## config.mk

```make
export PLATFORM = sky130hd
export DESIGN_NAME = sorted_sparse_trit_table
export DESIGN_NICKNAME = d
export VERILOG_FILES = /design/src/rtl/sstt_pkg.sv /design/src/rtl/sorted_sparse_trit_table.sv /design/src/rtl/sstt_ctrl.sv /design/src/rtl/sstt_datapath.sv
export SDC_FILE = /design/constraint.sdc
export NUM_CORES = 2
export LEC_CHECK = 0
export BUFFER_PORTS_ARGS = -buffer_cell sky130_fd_sc_hd__buf_2
export CORE_MARGIN = 4
export CORE_UTILIZATION = 52
export CTS_CLUSTER_SIZE = 25
export DETAILED_ROUTE_END_ITERATION = 8
export GPL_TIMING_DRIVEN = 0
export PLACE_DENSITY = 0.75
export REMOVE_ABC_BUFFERS = 1
export SYNTH_ARGS = -nofsm -noshare
export SYNTH_HDL_FRONTEND = slang
export SYNTH_SLANG_ARGS = --single-unit
```

## constraint.sdc

```tcl
create_clock -name clk -period 23.4 [get_ports clk]
set_clock_uncertainty 0.15 [all_clocks]
set_input_delay 1.17 -clock clk [delete_from_list [all_inputs] [get_ports clk]]
set_output_delay 1.17 -clock clk [all_outputs]
set_load 0.01 [all_outputs]
```

## src/rtl/sstt_pkg.sv

```systemverilog
`timescale 1ns / 1ps
`default_nettype none
// ----------------------------------------------------------------------------
// Sorted sparse trit table package
// Shared codes, field widths, the controller state type and the command
// bundle that the controller sends to the datapath.
// ----------------------------------------------------------------------------
package sstt_pkg;

  // Request codes carried on the input tuser.
  localparam logic [1:0] REQ_READ   = 2'd0;
  localparam logic [1:0] REQ_WRITE  = 2'd1;
  localparam logic [1:0] REQ_DELETE = 2'd2;

  // Trit values returned by a read.
  localparam logic [1:0] TRIT_FALSE   = 2'd0;
  localparam logic [1:0] TRIT_YES     = 2'd1;
  localparam logic [1:0] TRIT_UNKNOWN = 2'd2;

  // Completion status codes.
  localparam logic [1:0] STAT_DONE     = 2'd0;
  localparam logic [1:0] STAT_FULL     = 2'd1;
  localparam logic [1:0] STAT_NO_MATCH = 2'd2;

  // Fixed result field widths.
  localparam int TRIT_W = 2;
  localparam int STAT_W = 2;
  localparam int HELD_W = 7;
  localparam int REQ_W  = 2;

  // Controller states.
  typedef enum logic [0:0] {
    ST_IDLE,
    ST_CMP
  } state_t;

  // Commands from the controller to the datapath.
  typedef struct packed {
    logic load;   // capture the request and register the compare vectors
    logic apply;  // update the table and load the result register
  } cmd_t;

endpackage
`default_nettype wire

```

## src/rtl/sorted_sparse_trit_table.sv

```systemverilog
`timescale 1ns / 1ps
`default_nettype none
// ----------------------------------------------------------------------------
// Sorted sparse trit table
// A sparse three-valued set held as a sorted chain of index/truth entries.
//
// Input stream: in_tuser carries the request kind (read, write, delete);
// in_tdata carries the index and the truth bit. Each request produces one
// result transaction on the output stream with the trit value, a status
// code and the number of entries held after the request.
// Each request runs in order: on acceptance the key is compared against every
// valid entry of the register chain and the compare vectors are registered;
// then the chain shifts and the result register loads, raising out_tvalid.
// A new request is accepted only once the last one has loaded its result.
// The next request is taken while a result waits; when the receiver stalls
// the block holds its compare state until the result register drains.
// Reset empties the table; entry contents are unspecified until written.
// A write of a new index into a full table is rejected with a full status.
// ----------------------------------------------------------------------------
module sorted_sparse_trit_table #(
  parameter int CAPACITY   = 64,
  parameter int INDEX_BITS = 15
) (
  input  wire logic                          clk,
  input  wire logic                          rst_n,
  input  wire logic                          in_tvalid,
  output logic                               in_tready,
  // Fields from bit 0: item_index, truth, zero fill.
  input  wire logic [((INDEX_BITS+8)/8)*8-1:0] in_tdata,
  // Fields from bit 0: req_type.
  input  wire logic [sstt_pkg::REQ_W-1:0]    in_tuser,
  output logic                               out_tvalid,
  input  wire logic                          out_tready,
  // Fields from bit 0: trit_value, status, entries_held, zero fill.
  output logic [15:0]                        out_tdata
);

  sstt_pkg::cmd_t              cmd;
  logic [sstt_pkg::TRIT_W-1:0] trit;
  logic [sstt_pkg::STAT_W-1:0] status;
  logic [sstt_pkg::HELD_W-1:0] held;

  sstt_ctrl u_ctrl (
    .clk        (clk),
    .rst_n      (rst_n),
    .in_tvalid  (in_tvalid),
    .in_tready  (in_tready),
    .out_tvalid (out_tvalid),
    .out_tready (out_tready),
    .cmd        (cmd)
  );

  sstt_datapath #(
    .CAPACITY   (CAPACITY),
    .INDEX_BITS (INDEX_BITS)
  ) u_datapath (
    .clk        (clk),
    .rst_n      (rst_n),
    .cmd        (cmd),
    .in_req     (in_tuser),
    .in_key     (in_tdata[INDEX_BITS-1:0]),
    .in_truth   (in_tdata[INDEX_BITS]),
    .out_trit   (trit),
    .out_status (status),
    .out_held   (held)
  );

  // Pack the result fields, lowest first.
  assign out_tdata = {5'd0, held, status, trit};

endmodule
`default_nettype wire

```

## src/rtl/sstt_ctrl.sv

```systemverilog
`timescale 1ns / 1ps
`default_nettype none
// ----------------------------------------------------------------------------
// Sorted sparse trit table controller
// Two-state sequencer: accept a request, then apply it once the result
// register is free. Owns the output valid flag.
// ----------------------------------------------------------------------------
module sstt_ctrl (
  input  wire logic          clk,
  input  wire logic          rst_n,
  input  wire logic          in_tvalid,
  output logic               in_tready,
  output logic               out_tvalid,
  input  wire logic          out_tready,
  output sstt_pkg::cmd_t     cmd
);

  sstt_pkg::state_t state_r, state_nxt;
  logic             out_valid_r, out_valid_nxt;
  logic             can_apply;

  // The result register can take a new result when empty or being drained.
  assign can_apply = !out_valid_r || out_tready;

  // Next state.
  always_comb begin
    state_nxt = state_r;
    case (state_r)
      sstt_pkg::ST_IDLE: begin
        if (in_tvalid) state_nxt = sstt_pkg::ST_CMP;
      end
      sstt_pkg::ST_CMP: begin
        if (can_apply) state_nxt = sstt_pkg::ST_IDLE;
      end
      default: state_nxt = sstt_pkg::ST_IDLE;
    endcase
  end

  // Outputs.
  always_comb begin
    in_tready = 1'b0;
    cmd.load  = 1'b0;
    cmd.apply = 1'b0;
    case (state_r)
      sstt_pkg::ST_IDLE: begin
        in_tready = 1'b1;
        cmd.load  = in_tvalid;
      end
      sstt_pkg::ST_CMP: begin
        cmd.apply = can_apply;
      end
      default: begin
        in_tready = 1'b0;
      end
    endcase
  end

  // Output valid flag: set by a new result, cleared when the transaction ends.
  always_comb begin
    out_valid_nxt = out_valid_r;
    if (cmd.apply) out_valid_nxt = 1'b1;
    else if (out_tready) out_valid_nxt = 1'b0;
  end

  assign out_tvalid = out_valid_r;

  always_ff @(posedge clk) begin
    if (!rst_n) begin
      state_r     <= sstt_pkg::ST_IDLE;
      out_valid_r <= 1'b0;
    end else begin
      state_r     <= state_nxt;
      out_valid_r <= out_valid_nxt;
    end
  end

endmodule
`default_nettype wire

```

## src/rtl/sstt_datapath.sv

```systemverilog
`timescale 1ns / 1ps
`default_nettype none
// ----------------------------------------------------------------------------
// Sorted sparse trit table datapath
// A sorted register chain of entries. All valid entries are compared with the
// key as a request is accepted and the compare vectors are registered; then the
// chain shifts to insert or delete and the result register loads.
// ----------------------------------------------------------------------------
module sstt_datapath #(
  parameter int CAPACITY   = 64,
  parameter int INDEX_BITS = 15
) (
  input  wire logic                        clk,
  input  wire logic                        rst_n,
  input  wire sstt_pkg::cmd_t              cmd,
  input  wire logic [sstt_pkg::REQ_W-1:0]  in_req,
  input  wire logic [INDEX_BITS-1:0]       in_key,
  input  wire logic                        in_truth,
  output logic [sstt_pkg::TRIT_W-1:0]      out_trit,
  output logic [sstt_pkg::STAT_W-1:0]      out_status,
  output logic [sstt_pkg::HELD_W-1:0]      out_held
);

  localparam int CNT_W = $clog2(CAPACITY + 1);

  // Entry chain: index and a flag set when the truth is false.
  logic [INDEX_BITS-1:0] idx_r [CAPACITY];
  logic [INDEX_BITS-1:0] idx_nxt [CAPACITY];
  logic [CAPACITY-1:0]   neg_r, neg_nxt;
  logic [CNT_W-1:0]      count_r, count_nxt;

  // Captured request and registered compare vectors.
  logic [sstt_pkg::REQ_W-1:0] req_r;
  logic [INDEX_BITS-1:0]      key_r;
  logic                       truth_r;
  logic [CAPACITY-1:0]        lt_r, lt_nxt;
  logic [CAPACITY-1:0]        eq_r, eq_nxt;

  // Result register.
  logic [sstt_pkg::TRIT_W-1:0] trit_r, trit_nxt;
  logic [sstt_pkg::STAT_W-1:0] stat_r, stat_nxt;
  logic [31:0]                 held_ext;

  logic hit, hit_neg, full;

  // Compare every valid entry with the incoming key.
  always_comb begin
    for (int i = 0; i < CAPACITY; i++) begin
      lt_nxt[i] = (count_r > CNT_W'(i)) && (idx_r[i] < in_key);
      eq_nxt[i] = (count_r > CNT_W'(i)) && (idx_r[i] == in_key);
    end
  end

  // Hit detection and truth of the hit entry.
  always_comb begin
    hit     = 1'b0;
    hit_neg = 1'b0;
    for (int i = 0; i < CAPACITY; i++) begin
      hit     = hit | eq_r[i];
      hit_neg = hit_neg | (eq_r[i] & neg_r[i]);
    end
  end

  assign full = (count_r == CNT_W'(CAPACITY));

  // Table update and result for the captured request.
  always_comb begin
    logic prev_lt;
    idx_nxt   = idx_r;
    neg_nxt   = neg_r;
    count_nxt = count_r;
    trit_nxt  = sstt_pkg::TRIT_FALSE;
    stat_nxt  = sstt_pkg::STAT_DONE;
    prev_lt   = 1'b0;
    case (req_r)
      sstt_pkg::REQ_READ: begin
        if (hit) trit_nxt = hit_neg ? sstt_pkg::TRIT_FALSE : sstt_pkg::TRIT_YES;
        else     trit_nxt = sstt_pkg::TRIT_UNKNOWN;
      end
      sstt_pkg::REQ_WRITE: begin
        if (hit) begin
          // Replace the truth in place.
          for (int i = 0; i < CAPACITY; i++) begin
            if (eq_r[i]) neg_nxt[i] = !truth_r;
          end
        end else if (full) begin
          stat_nxt = sstt_pkg::STAT_FULL;
        end else begin
          // Shift entries at and above the insert point up by one.
          for (int i = 0; i < CAPACITY; i++) begin
            prev_lt = (i == 0) ? 1'b1 : lt_r[(i == 0) ? 0 : i - 1];
            if (!lt_r[i]) begin
              if (prev_lt) begin
                idx_nxt[i] = key_r;
                neg_nxt[i] = !truth_r;
              end else begin
                idx_nxt[i] = idx_r[(i == 0) ? 0 : i - 1];
                neg_nxt[i] = neg_r[(i == 0) ? 0 : i - 1];
              end
            end
          end
          count_nxt = count_r + CNT_W'(1);
        end
      end
      sstt_pkg::REQ_DELETE: begin
        if (hit && (hit_neg == !truth_r)) begin
          // Shift entries above the match down by one.
          for (int i = 0; i < CAPACITY; i++) begin
            if (!lt_r[i]) begin
              idx_nxt[i] = idx_r[(i == CAPACITY - 1) ? i : i + 1];
              neg_nxt[i] = neg_r[(i == CAPACITY - 1) ? i : i + 1];
            end
          end
          count_nxt = count_r - CNT_W'(1);
        end else begin
          stat_nxt = sstt_pkg::STAT_NO_MATCH;
        end
      end
      default: begin
        trit_nxt = sstt_pkg::TRIT_UNKNOWN;
      end
    endcase
  end

  // Entry count register.
  always_ff @(posedge clk) begin
    if (!rst_n) begin
      count_r <= '0;
    end else if (cmd.apply) begin
      count_r <= count_nxt;
    end
  end

  // Entry chain, request capture and result registers.
  always_ff @(posedge clk) begin
    if (cmd.load) begin
      req_r   <= in_req;
      key_r   <= in_key;
      truth_r <= in_truth;
      lt_r    <= lt_nxt;
      eq_r    <= eq_nxt;
    end
    if (cmd.apply) begin
      idx_r  <= idx_nxt;
      neg_r  <= neg_nxt;
      trit_r <= trit_nxt;
      stat_r <= stat_nxt;
    end
  end

  // The count register already holds the post-update value with the result.
  assign held_ext   = 32'(count_r);
  assign out_held   = held_ext[sstt_pkg::HELD_W-1:0];
  assign out_trit   = trit_r;
  assign out_status = stat_r;

endmodule
`default_nettype wire

```

# --- Word level (Yosys, flattened, before mapping) ---
# Cells that the tools add are included.
totals:
  ff_bits: 1183
  output_inout_bits: 18
  word_cells: 1526
op_classes:
  addsub: 2
  magnitude_cmp: 128
  n_eq_ne: 327
  mux: 471
  bitwise_logic: 195
  reduce_logical: 265
ops:
  columns: ["op", "n"]
  rows:
  - ["960-bit 2-to-1 mux", 3]
  - ["15-bit 2-to-1 mux", 190]
  - ["960-bit case mux with 2 select lines", 1]
  - ["15-bit == test", 64]
  - ["15-bit less-than comparator", 64]
  - ["7-bit AND reduction", 126]
  - ["1-bit 2-to-1 mux", 263]
  - ["2-bit inequality test (second input constant)", 129]
  - ["7-bit by 6-bit greater-than comparator with 1-bit output (second input constant)", 32]
  - ["3-bit by 2-bit inequality test with 1-bit output (second input constant)", 64]
  - ["3-bit inequality test (second input constant)", 63]
  - ["1-bit logical AND", 129]
  - ["64-bit 2-to-1 mux", 2]
  - ["64-bit case mux with 2 select lines", 1]
  - ["1-bit bitwise OR", 126]
  - ["7-bit by 5-bit greater-than comparator with 1-bit output (second input constant)", 16]
  - ["1-bit AND", 64]
  - ["63-bit 2-to-1 mux", 1]
  - ["7-bit by 4-bit greater-than comparator with 1-bit output (second input constant)", 8]
  - ["7-bit by 3-bit greater-than comparator with 1-bit output (second input constant)", 4]
  - ["7-bit 2-to-1 mux", 3]
  - ["7-bit by 1-bit greater-than comparator with 1-bit output (second input constant)", 2]
  - ["7-bit by 2-bit greater-than comparator with 1-bit output (second input constant)", 2]
  - ["7-bit case mux with 2 select lines", 1]
  - ["18 further kinds", 30]

# --- Logic depth before layout (Yosys ltp) ---
logic_depth:
  ltp_word: 68
  depth_mapped: 11
  ltp_nobuf: 9

# --- Cells and area by module ---
# Synthesis repeated with hierarchy kept, for this count alone.
unflattened:
  hier_cells: 7912
  hier_area_um2: 80885.1
by_module_without_submodules:
  columns: ["mod", "n_inst", "cells_per_inst", "area_each_um2", "seq_area_each_um2"]
  rows:
  - ["sstt_datapath", 1, 7896, 80733.7, 35393.9]
  - ["sstt_ctrl", 1, 10, 110.1, 40.0]
  - ["sorted_sparse_trit_table", 1, 6, 41.3, 0.0]

# --- Least setup slack after synthesis ---
# No wires, ideal clock.
synth_timing:
  path_type: "input to register"
  from: "input port in_tvalid"
  to: "register u_datapath.eq_r[0] (enable)"
  arrival_ns: 7.487
  t_required_ns: 22.579
  path_slack_ns: 15.092
  path_stages: 1
  n_path_buf: 0
  path_cell_list: "nor2b_1"
synth_via:
  elab_chain_len: 1
synth_rtl:
  columns: ["element", "line_no", "rtl"]
  rows:
  - ["start, declared", "sorted_sparse_trit_table.sv:26", "input wire logic in_tvalid,"]
  - ["1-bit 2-to-1 mux", "sstt_ctrl.sv:44", "case (state_r)"]
  - ["end signal, assigned", "sstt_datapath.sv:141", "eq_r <= eq_nxt;"]
  - ["end, declared", "sstt_datapath.sv:37", "logic [CAPACITY-1:0] eq_r, eq_nxt;"]
# Every way passes these cells.
# A chain may end at the register's enable or synchronous reset.

# --- Worst setup path in the final report ---
layout_timing:
  from: "register u_datapath.eq_r[24]"
  to: "register u_datapath.idx_r[24] (netlist name) (enable)"
layout_via:
  elab_chain_len: 45
  word_cells_on_any_way: 86
  cone_classes: "eq/ne: 3; bitwise: 81; reduce/logical: 2"
layout_rtl:
  columns: ["element", "line_no", "rtl"]
  rows:
  - ["1-bit AND", "sstt_datapath.sv:60", "hit_neg = hit_neg | (eq_r[i] & neg_r[i]);"]
  - ["1-bit bitwise OR (40 in a row)", "sstt_datapath.sv:60", null]
  - ["1-bit == test", "sstt_datapath.sv:106", "if (hit && (hit_neg == !truth_r)) begin"]
  - ["1-bit logical AND", "sstt_datapath.sv:106", null]
  - ["2-bit by 1-bit inequality test with 1-bit output (no source line)", null, null]
  - ["7-bit AND reduction (no source line) (*)", null, null]
  - ["end signal, assigned", "sstt_datapath.sv:144", "idx_r <= idx_nxt;"]
  - ["end, declared", "sstt_datapath.sv:27", "logic [INDEX_BITS-1:0] idx_r [CAPACITY];"]
# Mark *: on every way between the ends. The rest lies on a longest branch, timed or not.

==> reports/qor.csv <==
metric,value,unit
PD cells,62.1,nW/um^2
relative max-transition margin,-0.0624,
count of endpoints failing setup in the final report,0,
final net count,8680,
cts hold-fix bufs,0,
overall power of the completed layout,5.55,mW
share of layout cells above drive strength 1,0.0747,
cell at the root of the clock tree,clkbuf_16,
worst voltage drop across the vdd grid,0.0726,mV
type of the worst setup path,flop to flop,
Cells on Worst Hold Path,1,
classification of the worst-slack hold path,input pin to flop,
slew of the pin with the lowest slew margin,1.58,ns
iteration-0 DRC count of the detailed router,7353,
first-pass detailed-route iteration total,9,
"Period Utilization, post-route",0.233,
DRT antenna net count,0,
Site Rows,145,
weighted congestion at the end of routability-driven global placement,0.935,
post-route setup slack,17.95,ns
area overhead of the layout relative to synthesis,9.52,%
Crit Reg-Reg Startpoint,u_datapath.eq_r[24],
I/O Pins,40,
first-pass GRT wire length,377,mm
H-tree level count,4,
ys async rst share,0,
detailed-placement wirelength estimate,181,mm
Period minus WS final,5.45,ns
Synth area leaders,"edfxtp_1 (43%), ha_1 (15%), mux2i_1 (12%)",
highest fanout seen on the critical path,44,
sequential element share of the synthesized area,0.434,
"Req. time, crit path",23.64,ns
largest net degree at the start of global routing,127,
Post-synth EDFFs,1174,
total length of routed wires,248,mm
Port Buffers,34,
maxcap violations,1,
post-synthesis cell type count,66,
routed via count,64607,
logic depth of the worst register-to-register path,8,
Routed wire per std cell,25.1,um
hold_ws,0.401,ns
top_reg_cell synth,edfxtp_1,
Filler Cell Count,12799,
die area,163000,um^2
register bit total from synthesis,1183,
number of antenna violations at the first check in global routing,4,
number of buffers inserted by post-CTS setup repair,0,
clock sink count,1183,
post-synthesis instance area,81600,um^2
endpoint of the worst register-to-register path,u_datapath.idx_r[24],
Starting Density,0.523,
latest clock arrival within the worst-skew pair,0.80,ns
library cell with the largest summed area after synthesis,edfxtp_1,
Leak Pwr,34.4,nW
outcome,"complete, but fails checks",
worst endpoint data arrival time,5.70,ns
post-synth top area share,0.432,
kind of start point of the critical path,flop,
via count of the first global-routing pass,64120,
maximum clock path buffer count,3,
CP endpoint kind,flop,
final routed DRC violation total,0,
final hold violation count,0,
Yosys warnings,0,
number of gates resized after CTS,0,
clock slew at reported path FFs,0.06,ns
die extent in y,404,um
final sum of negative setup slack,0,ns
minimum setup slack after placement,18.17,ns
launch point of the worst hold path,in_tuser[0],
TritonCTS Buffers,136,
TritonCTS clock tree,yes,
maximum operating frequency,183,MHz
core area,156000,um^2
setup slack of the most critical reg-to-reg path,17.95,ns
violated checks,"max-capacitance violations, max-slew violations",
Final Max Slew Viols,5,
instance count of the mapped netlist,7943,
horizontal die dimension,404,um
Tot GR Track Use,0.295,
final global-route overflow total,0,
vias per std cell,6.55,
Mapped Avg Cell Area,10.3,um^2
capture endpoint of the worst hold path,u_datapath.req_r[0],
RSZ-0062 raised after global routing,no,
-- area by class of cell --
class,count,area (um^2),share of cell area
Multi-Input combinational cell,6130,43700,0.489
Sequential cell,1183,35400,0.397
Clock buffer,167,3670,0.0411
Timing Repair Buffer,136,2880,0.0322
Tap cell,2058,2570,0.0288
Clock inverter,77,626,0.00700
Inverter,103,427,0.00478
Antenna cell,4,10.0,0.000112
-- metal layers --
metal  up-vias  share of wire  GRT usage
met5         -        0.00081          0
met4         4          0.044      0.123
met3       677          0.093     0.0619
met2      3244           0.45      0.467
met1     31521           0.41      0.395
li1      29161              -          -
-- cells in the final DEF (no fill, tap or decap), types with 127 or more instances in the layout --
cell	n
nand2_1	1334
o21ai_0	1233
edfxtp_1	1174
ha_1	967
mux2i_1	954
a21oi_1	265
nand4_1	160
o21a_1	153
clkbuf_16	143
nor2b_1	127
-- how the worst max path moves through the flow --
stage / startpoint / end / cells past startpoint
after floorplan: u_datapath.req_r[0] / u_datapath.idx_r[100] / 4
after global placement: u_datapath.req_r[0] / u_datapath.idx_r[687] / 4
after detailed placement: u_datapath.eq_r[24] / u_datapath.idx_r[23] / 8
after CTS: u_datapath.eq_r[24] / u_datapath.idx_r[24] / 8
after global routing: u_datapath.eq_r[24] / u_datapath.idx_r[23] / 8
final: u_datapath.eq_r[24] / u_datapath.idx_r[24] / 8
-- logic make-up after synthesis --
group                    after synthesis  synth area share
XOR/XNOR                               1          0.000107
flip-flops                          1183             0.434
AO/OA/AOI/OAI                       2058             0.150
multiplexers                         970             0.119
adder cells (fa/ha/maj)              968             0.148
AND/OR/NAND/NOR                     2128             0.117
buffers and inverters                634            0.0305
other                                  1         0.0000460
-- synthesized netlist by cell type, drive strengths merged, types with 102 or more instances --
master / instances
mux2i: 954
nand2: 1334
nor2b: 128
o21a: 153
ha: 968
nor2: 113
a21oi: 327
o21ai: 1254
clkbuf: 420
inv: 102
buf: 111
nand4: 160
edfxtp: 1174
-- critical path: stages (launching register included) --
cell	delay [ns]
edfxtp_1	0.52
nor4_1	0.83
nand4_1	0.35
or4_2	1.23
buf_16	0.37
o21ai_1	0.40
nand2_1	0.13
a21oi_2	0.23
and2_1	0.80
-- stage by stage --
stage,instances,instance area (um^2),utilization
2_1_floorplan,7416,79500,-
5_1_grt,9854,89300,0.573
3_3_place_gp,9508,82200,0.527
4_1_cts,9854,89300,0.572
3_5_place_dp,9610,85000,0.545
6_report,9858,89300,0.573
-- flip-flops by register name, indices dropped and copies added, names as in the netlist --
register	count
u_ctrl.out_tvalid	1
u_ctrl.state_r	1
u_datapath.eq_r	64
u_datapath.idx_r	960
u_datapath.key_r	15
u_datapath.lt_r	64
u_datapath.neg_r	64
u_datapath.out_held	7
u_datapath.out_status	2
u_datapath.out_trit	2
u_datapath.req_r	2
u_datapath.truth_r	1
-- power breakdown --
part	leakage (nW)	total, mW	switching (mW)	internal [mW]
Combinational	21.3	0.825	0.488	0.337
Sequential	10.9	2.61	0.147	2.46
Clock	2.12	2.12	0.918	1.20
No activity file was read; power rests on OpenSTA's default activity.
